File: src/hdl/pts_ram.sv
// Generic single-write, single-read RAM with registered read data.
module pts_ram #(
  parameter int WIDTH = 8,
  parameter int DEPTH = 16
) (
  input  logic                     clk,
  input  logic                     we,
  input  logic [$clog2(DEPTH)-1:0] waddr,
  input  logic [WIDTH-1:0]         wdata,
  input  logic                     re,
  input  logic [$clog2(DEPTH)-1:0] raddr,
  output logic [WIDTH-1:0]         rdata
);

  logic [WIDTH-1:0] mem [DEPTH];

  always_ff @(posedge clk) begin
    if (we) begin
      mem[waddr] <= wdata;
    end
    if (re) begin
      rdata <= mem[raddr];
    end
  end

endmodule

File: config.mk
export PLATFORM = sky130hd
export DESIGN_NAME = pts_ram
export DESIGN_NICKNAME = d
export VERILOG_FILES = /design/src/hdl/pts_ram.sv
export SDC_FILE = /design/constraint.sdc
export NUM_CORES = 1
export LEC_CHECK = 0
export BUFFER_PORTS_ARGS = -buffer_cell sky130_fd_sc_hd__buf_2
export CAP_MARGIN = 20
export CORE_ASPECT_RATIO = 0.7
export CORE_MARGIN = 2
export CORE_UTILIZATION = 60
export DETAILED_ROUTE_END_ITERATION = 7
export PLACE_DENSITY = 0.82
export SYNTH_ARGS = -nofsm -noshare
export SYNTH_HDL_FRONTEND = slang
export SYNTH_SLANG_ARGS = --single-unit
File: constraint.sdc
create_clock -name clk -period 2.6 [get_ports clk]
set_input_delay 0.13 -clock clk [delete_from_list [all_inputs] [get_ports clk]]
set_output_delay 0.13 -clock clk [all_outputs]
set_load 0.005 [all_outputs]
==> results of run 1 <==
-- critical path: cells and delay by family (launching register included) --
family | cells | cell delay, ps
mux | 1 | 470
flops | 1 | 390
compound gates | 1 | 220
simple gates | 1 | 130
-- sequential cells by signal, summed over array words and instances, names as in the netlist --
signal  flops
mem       128
rdata       8
-- layer usage --
layer | share of wire [%] | vias to the layer above | track usage [%]
met5 | 0 | - | 0
met4 | 0.76 | 0 | 7.590
met3 | 9.8 | 5 | 8.321
met2 | 48 | 122 | 37.84
met1 | 41 | 1240 | 33.32
li1 | - | 1075 | -
-- per-stage QoR --
stage          cells  power, mW  hold slack, ps  util [%]  instance area [um^2]
2_1_floorplan    229      2.651           228.9         -                  5228
3_3_place_gp     376      2.738           503.3     65.34                  5517
3_5_place_dp     376      2.748           504.6     65.34                  5517
4_1_cts          408      5.327           64.05     73.06                  6168
5_1_grt          408      5.441           61.90     73.06                  6168
6_report         408      5.308           80.90     73.06                  6168
-- cells by family (layout without fill, tap and decap cells) --
| kind of cell | Yosys count | after routing | synth area share, % |
|---|---|---|---|
| buf+inv | 10 | 69 | 1.651 |
| simple gates | 35 | 35 | 3.136 |
| flops | 136 | 136 | 78.12 |
| mux | 32 | 32 | 14.79 |
| compound gates | 16 | 16 | 2.298 |
-- how the worst max path moves through the flow --
stage	start	end	slack, ps
after CTS	mem[1][0]	rdata[0]	1110
after global routing	mem[1][0]	rdata[0]	1050
after detailed placement	waddr[2]	mem[3][0]	830
after global placement	waddr[2]	mem[3][0]	870
final	mem[8][6]	rdata[6]	1120
after floorplan	waddr[2]	mem[0][0]	980
-- cell type report --
class / instances / area, um^2
Multi-Input combinational cell: 83 / 1057
Timing Repair Buffer: 37 / 225.2
Fill cell: 476 / 2275
Clock buffer: 17 / 425.4
Tap cell: 120 / 150.1
Clock inverter: 15 / 226.5
Sequential cell: 136 / 4084
-- report_power, final --
group	switching [mW]	internal, mW	total [mW]
clock	0.901	1.70	2.60
combinational	0.126	0.0918	0.218
sequential	0.0151	2.47	2.49
total	1.04	4.27	5.31
-- cell usage in the layout, fill, tap and decap left out, types with 9 or more instances in the layout --
| master | instances |
|---|---|
| nand2_1 | 9 |
| buf_2 | 26 |
| clkbuf_16 | 17 |
| mux4_2 | 18 |
| nor2_1 | 13 |
| mux4_1 | 14 |
| a22oi_1 | 16 |
| buf_4 | 10 |
| edfxtp_1 | 136 |
==> metrics.md, run 1 <==
| Metric | Value |
|---|---|
| Sequential fraction of the synthesis area | 78.12% |
| Worst Setup End Kind | flop |
| Post-synthesis async set-or-reset flop share | 0% |
| DP HPWL | 6120 um |
| Slew HR | 38.78% |
| Postcts setup bufs | 0 |
| Final net count | 294 |
| Leak | 2.071 nW |
| CTS sink cnt | 136 |
| Synth top area cells | edfxtp_1 78%, mux4_2 7.8%, mux4_1 7.0% |
| Worst setup margin | 1116 ps |
| First-pass iteration count of the detailed router | 4 |
| WHS Endpoint | rdata[4] |
| Crit path max-delay cell type | mux4_2 |
| Routability cong. | approximately 0.84 |
| Final Hold Fails | 0 |
| Via count of the routed design | 2442 |
| Hold path start | re |
| Setup TNS | 0 ps |
| Top_reg_cell synth | edfxtp_1 |
| Crit path DAT | about 1600 ps |
| Slew of the pin with the lowest slew margin | slightly above 900 ps |
| Die area | 9487 um^2 |
| Largest net degree at the start of global routing | 33 |
| Row count | 28 |
| Fin crit share | 57.06% |
| CTS buffer count | 17 |
| RSZ-0062 raised after global routing | no |
| Worst hold-check path type | primary input to flop |
| FF-to-FF Start | mem[8][6] |
| Total Wirelength | 10030 um |
| Share of post-route cells with drive strength above 1 | 30.21% |
| Cell Area, Synth | 5228 um^2 |
| Synth Register Bits | 136 |
| RR Endpoint | rdata[6] |
| Root Driver | clkbuf_16 |
| Resize count post-CTS | 0 |
| Core Footprint | 8443 um^2 |
| Reg2reg path depth | 3 |
| WHS Path Cells | 1 |
| Initial antenna violation count | 0 |
| WL/cell | 24.57 um |
| Place WS | 832.1 ps |
| PortBufs | 26 |
| Final setup viols | 0 |
| Most common library cells after synthesis | 136 x edfxtp_1, 18 x mux4_2, 16 x a22oi_1 |
| Clock skew | 7.313 ps |
| Crit path max fanout | 1 |
| Grt ovf | 0 |
| Total global-route track usage | 24.28% |
| Critical Path RT | 2740 ps |
| Most area-hungry cell type in the Yosys netlist | edfxtp_1 |
| H-tree Lvls | 4 |
| Clk pin slew, worst setup/hold paths | 60 ps |
| Fin. max-slew vios | 0 |
| Longest Clk Path Bufs | 2 |
| Period minus WS final | roughly 1500 ps |
| Ant diodes | 0 |
| Post-Syn Area per Cell | between 20 and 25 um^2 |
| Residual DRC | 0 |
| Cell variety after synth | 18 |
| Post-DR vias/cell | 5.985 |
| Critical path cell sequence | mux4_2, a22oi_1, nand2_1 |
| Startpoint types | flop |
| Syn Nets | 248 |
| PwrDens | 860.5 nW/um^2 |
| MaxCap Viol Count | 0 |
| TritonCTS clock tree | built |
| ANT nets after route | 0 |
| Area delta synth->final | 18.00% |
| Most numerous cell in the Yosys netlist | edfxtp_1 |
| CP max stage delay | 470 ps |
| Ports | 27 |
| Setup CP Type | flop to flop |
| Hold_buf cts | 0 |
| Run status | finished, final reports clean |
| DRT iter0 DRCs | 221 |
| Die H | 82.10 um |
| EDFF count, synth | 136 |
| Die W | 115.6 um |
| Global-route wire length before repair | about 15000 um |
| Area share of the largest cell type after synthesis | between 70 and 80% |
| Synth Warn # | 0 |
| Initial Util | roughly 62% |
| R2r setup slk | 1120 ps |
| Fmax | between 600 and 700 MHz |
| Synth Instances | 229 |
| Number of global-route vias before repair | 2518 |
| Worst vdd ir | roughly 0.00095 V |
| Clock Latency Late Sink | 420 ps |
(Power assumes the default switching activity.)
==> run 2, diff against run 1 <==
==> constraint.sdc (replaced) <==
create_clock -name clk -period 1.5 [get_ports clk]
set_input_delay 0.075 -clock clk [delete_from_list [all_inputs] [get_ports clk]]
set_output_delay 0.075 -clock clk [all_outputs]
set_load 0.005 [all_outputs]
==> run 2 against run 1 <==
Flip-flop and latch count unchanged. Critical endpoint is now rdata[7]. Combinational power is 84% higher. Critical path depth is the same. Highest routed layer unchanged.
==> metrics.md, run 2 (synthesis gave the netlist of run 1 again) <==
| Metric | Value |
|---|---|
| Run status | finished, final reports clean |
| Setup CP Type | flop to flop |
| Fin. max-slew vios | 0 |
| Grt ovf | 0 |
| Fmax | slightly below 700 MHz |
| Slew of the pin with the lowest slew margin | roughly 800 ps |
| Postcts setup bufs | 0 |
| Initial Util | 61.91% |
| Fin area | between 6000 and 7000 um^2 |
| Slew HR | a little under half |
| Routability cong. | 0.7613 |
| Final-layout fill cell count | around 500 |
| DRT iter0 DRCs | 194 |
| Crit path DAT | about 1600 ps |
| Die W | about 120 um |
| ANT nets after route | 0 |
| Via count of the routed design | about 2500 |
| DP Area | 5629 um^2 |
| Post-DR vias/cell | ~6.1 |
| DP HPWL | 6032 um |
| Hold WS | 29.72 ps |
| Clock Latency Late Sink | 410 ps |
| Share of post-route cells with drive strength above 1 | slightly above 30% |
| TritonCTS clock tree | built |
| Fin crit share | 96.81% |
| Clock skew | 5.131 ps |
| Total power | 8.315 mW |
| Register name with the most flops | mem |
| Startpoint types | flop |
| Leak | 2.081 nW |
| CP max stage delay | 490 ps |
| Commonest non-fill, non-tap cell in the layout | edfxtp_1 |
| H-tree Lvls | 4 |
| Die area | 9487 um^2 |
| Crit path max-delay cell type | mux4_2 |
| Most frequent cells in the layout | 136 x edfxtp_1, 26 x buf_2, 19 x mux4_2, 19 x buf_4, 17 x clkbuf_16 |
| Global-route wire length before repair | 15170 um |
| Core Footprint | 8443 um^2 |
| Die H | 82.10 um |
| Period minus WS final | ~1500 ps |
| PortBufs | 26 |
| CTS sink cnt | 136 |
| Largest net degree at the start of global routing | 33 |
| Largest registers | mem: 128 flops, rdata: 8 flops |
| Critical path cell sequence | mux4_2, a22oi_1, nand2_1 |
| Total Wirelength | 9707 um |
| Worst hold-check path type | primary input to flop |
| Initial antenna violation count | 0 |
| WL/cell | 23.28 um |
| MaxCap Viol Count | 0 |
| Critical Path RT | 1650 ps |
| RSZ-0062 raised after global routing | no |
| Final setup viols | 0 |
| Residual DRC | 0 |
| Worst vdd ir | about 0.0010 V |
| Root Driver | clkbuf_16 |
| Worst Setup End Kind | flop |
| FF/Latch Area | just over 4000 um^2 |
| Row count | 28 |
| CTS buffer count | 17 |
| Multi-input gate area | 1074 um^2 |
| Area delta synth->final | 17.52% |
| Crit path max fanout | 1 |
| First-pass iteration count of the detailed router | 4 |
| Max FFs per register | around 130 |
| Clk pin slew, worst setup/hold paths | 50 ps |
| Ports | 27 |
| Longest Clk Path Bufs | 2 |
| Final Hold Fails | 0 |
| Total global-route track usage | 23.86% |
| PwrDens | 1354 nW/um^2 |
| Final net count | 305 |
| Ant diodes | 0 |
| Number of global-route vias before repair | around 2600 |
## run 2: critical path: cells and delay by family (launching register included)
| family | cells | cell delay (ps) |
|---|---|---|
| AO/OA/AOI/OAI | 1 | 260 |
| flip-flops | 1 | 350 |
| multiplexers | 1 | 490 |
| AND/OR/NAND/NOR | 1 | 100 |
## run 2: timing repair
item	in CTS	in global routing
pin swaps	0	1
hold buffers	0	0
resized for setup	1	3
endpoints found under the setup margin	1	3
## run 2: per-stage QoR
stage / setup TNS [ps] / setup WS (ps) / util, % / instances
2_1_floorplan: 0 / 142.6 / - / 229
3_3_place_gp: -378.9 / -98.00 / 66.67 / 387
3_5_place_dp: -491.7 / -112.4 / 66.67 / 387
4_1_cts: 0 / 26.53 / 72.69 / 417
5_1_grt: 0 / 3.301 / 72.76 / 417
6_report: 0 / 47.92 / 72.76 / 417
## run 2: where the power goes
group          total [mW]  switching [mW]  internal, mW
registers            4.31          0.0217          4.29
logic               0.401           0.222         0.179
clock network        3.61            1.38          2.22
## run 2: final timing paths
path	startpoint	end	slack [ps]	cells after the start
min	re	rdata[2]	30	1
max	mem[11][7]	rdata[7]	50	3
max reg2reg	mem[11][7]	rdata[7]	50	3
min reg2reg	mem[7][3]	rdata[3]	740	3
## run 2: layout make-up
class	instances	share of cell area, %
clock buffer	23	7.291
timing repair buffer	48	5.418
tap	120	2.444
sequential	136	66.48
clock inverter	7	0.8961
multi-input combinational	83	17.47
## run 2: layer usage
layer,GRT usage [%],part of all wire [%],vias up
li1,-,-,1098
met1,34.67,44,1324
met2,34.15,46,105
met3,7.956,7.7,15
met4,9.639,1.9,0
met5,0,0,-
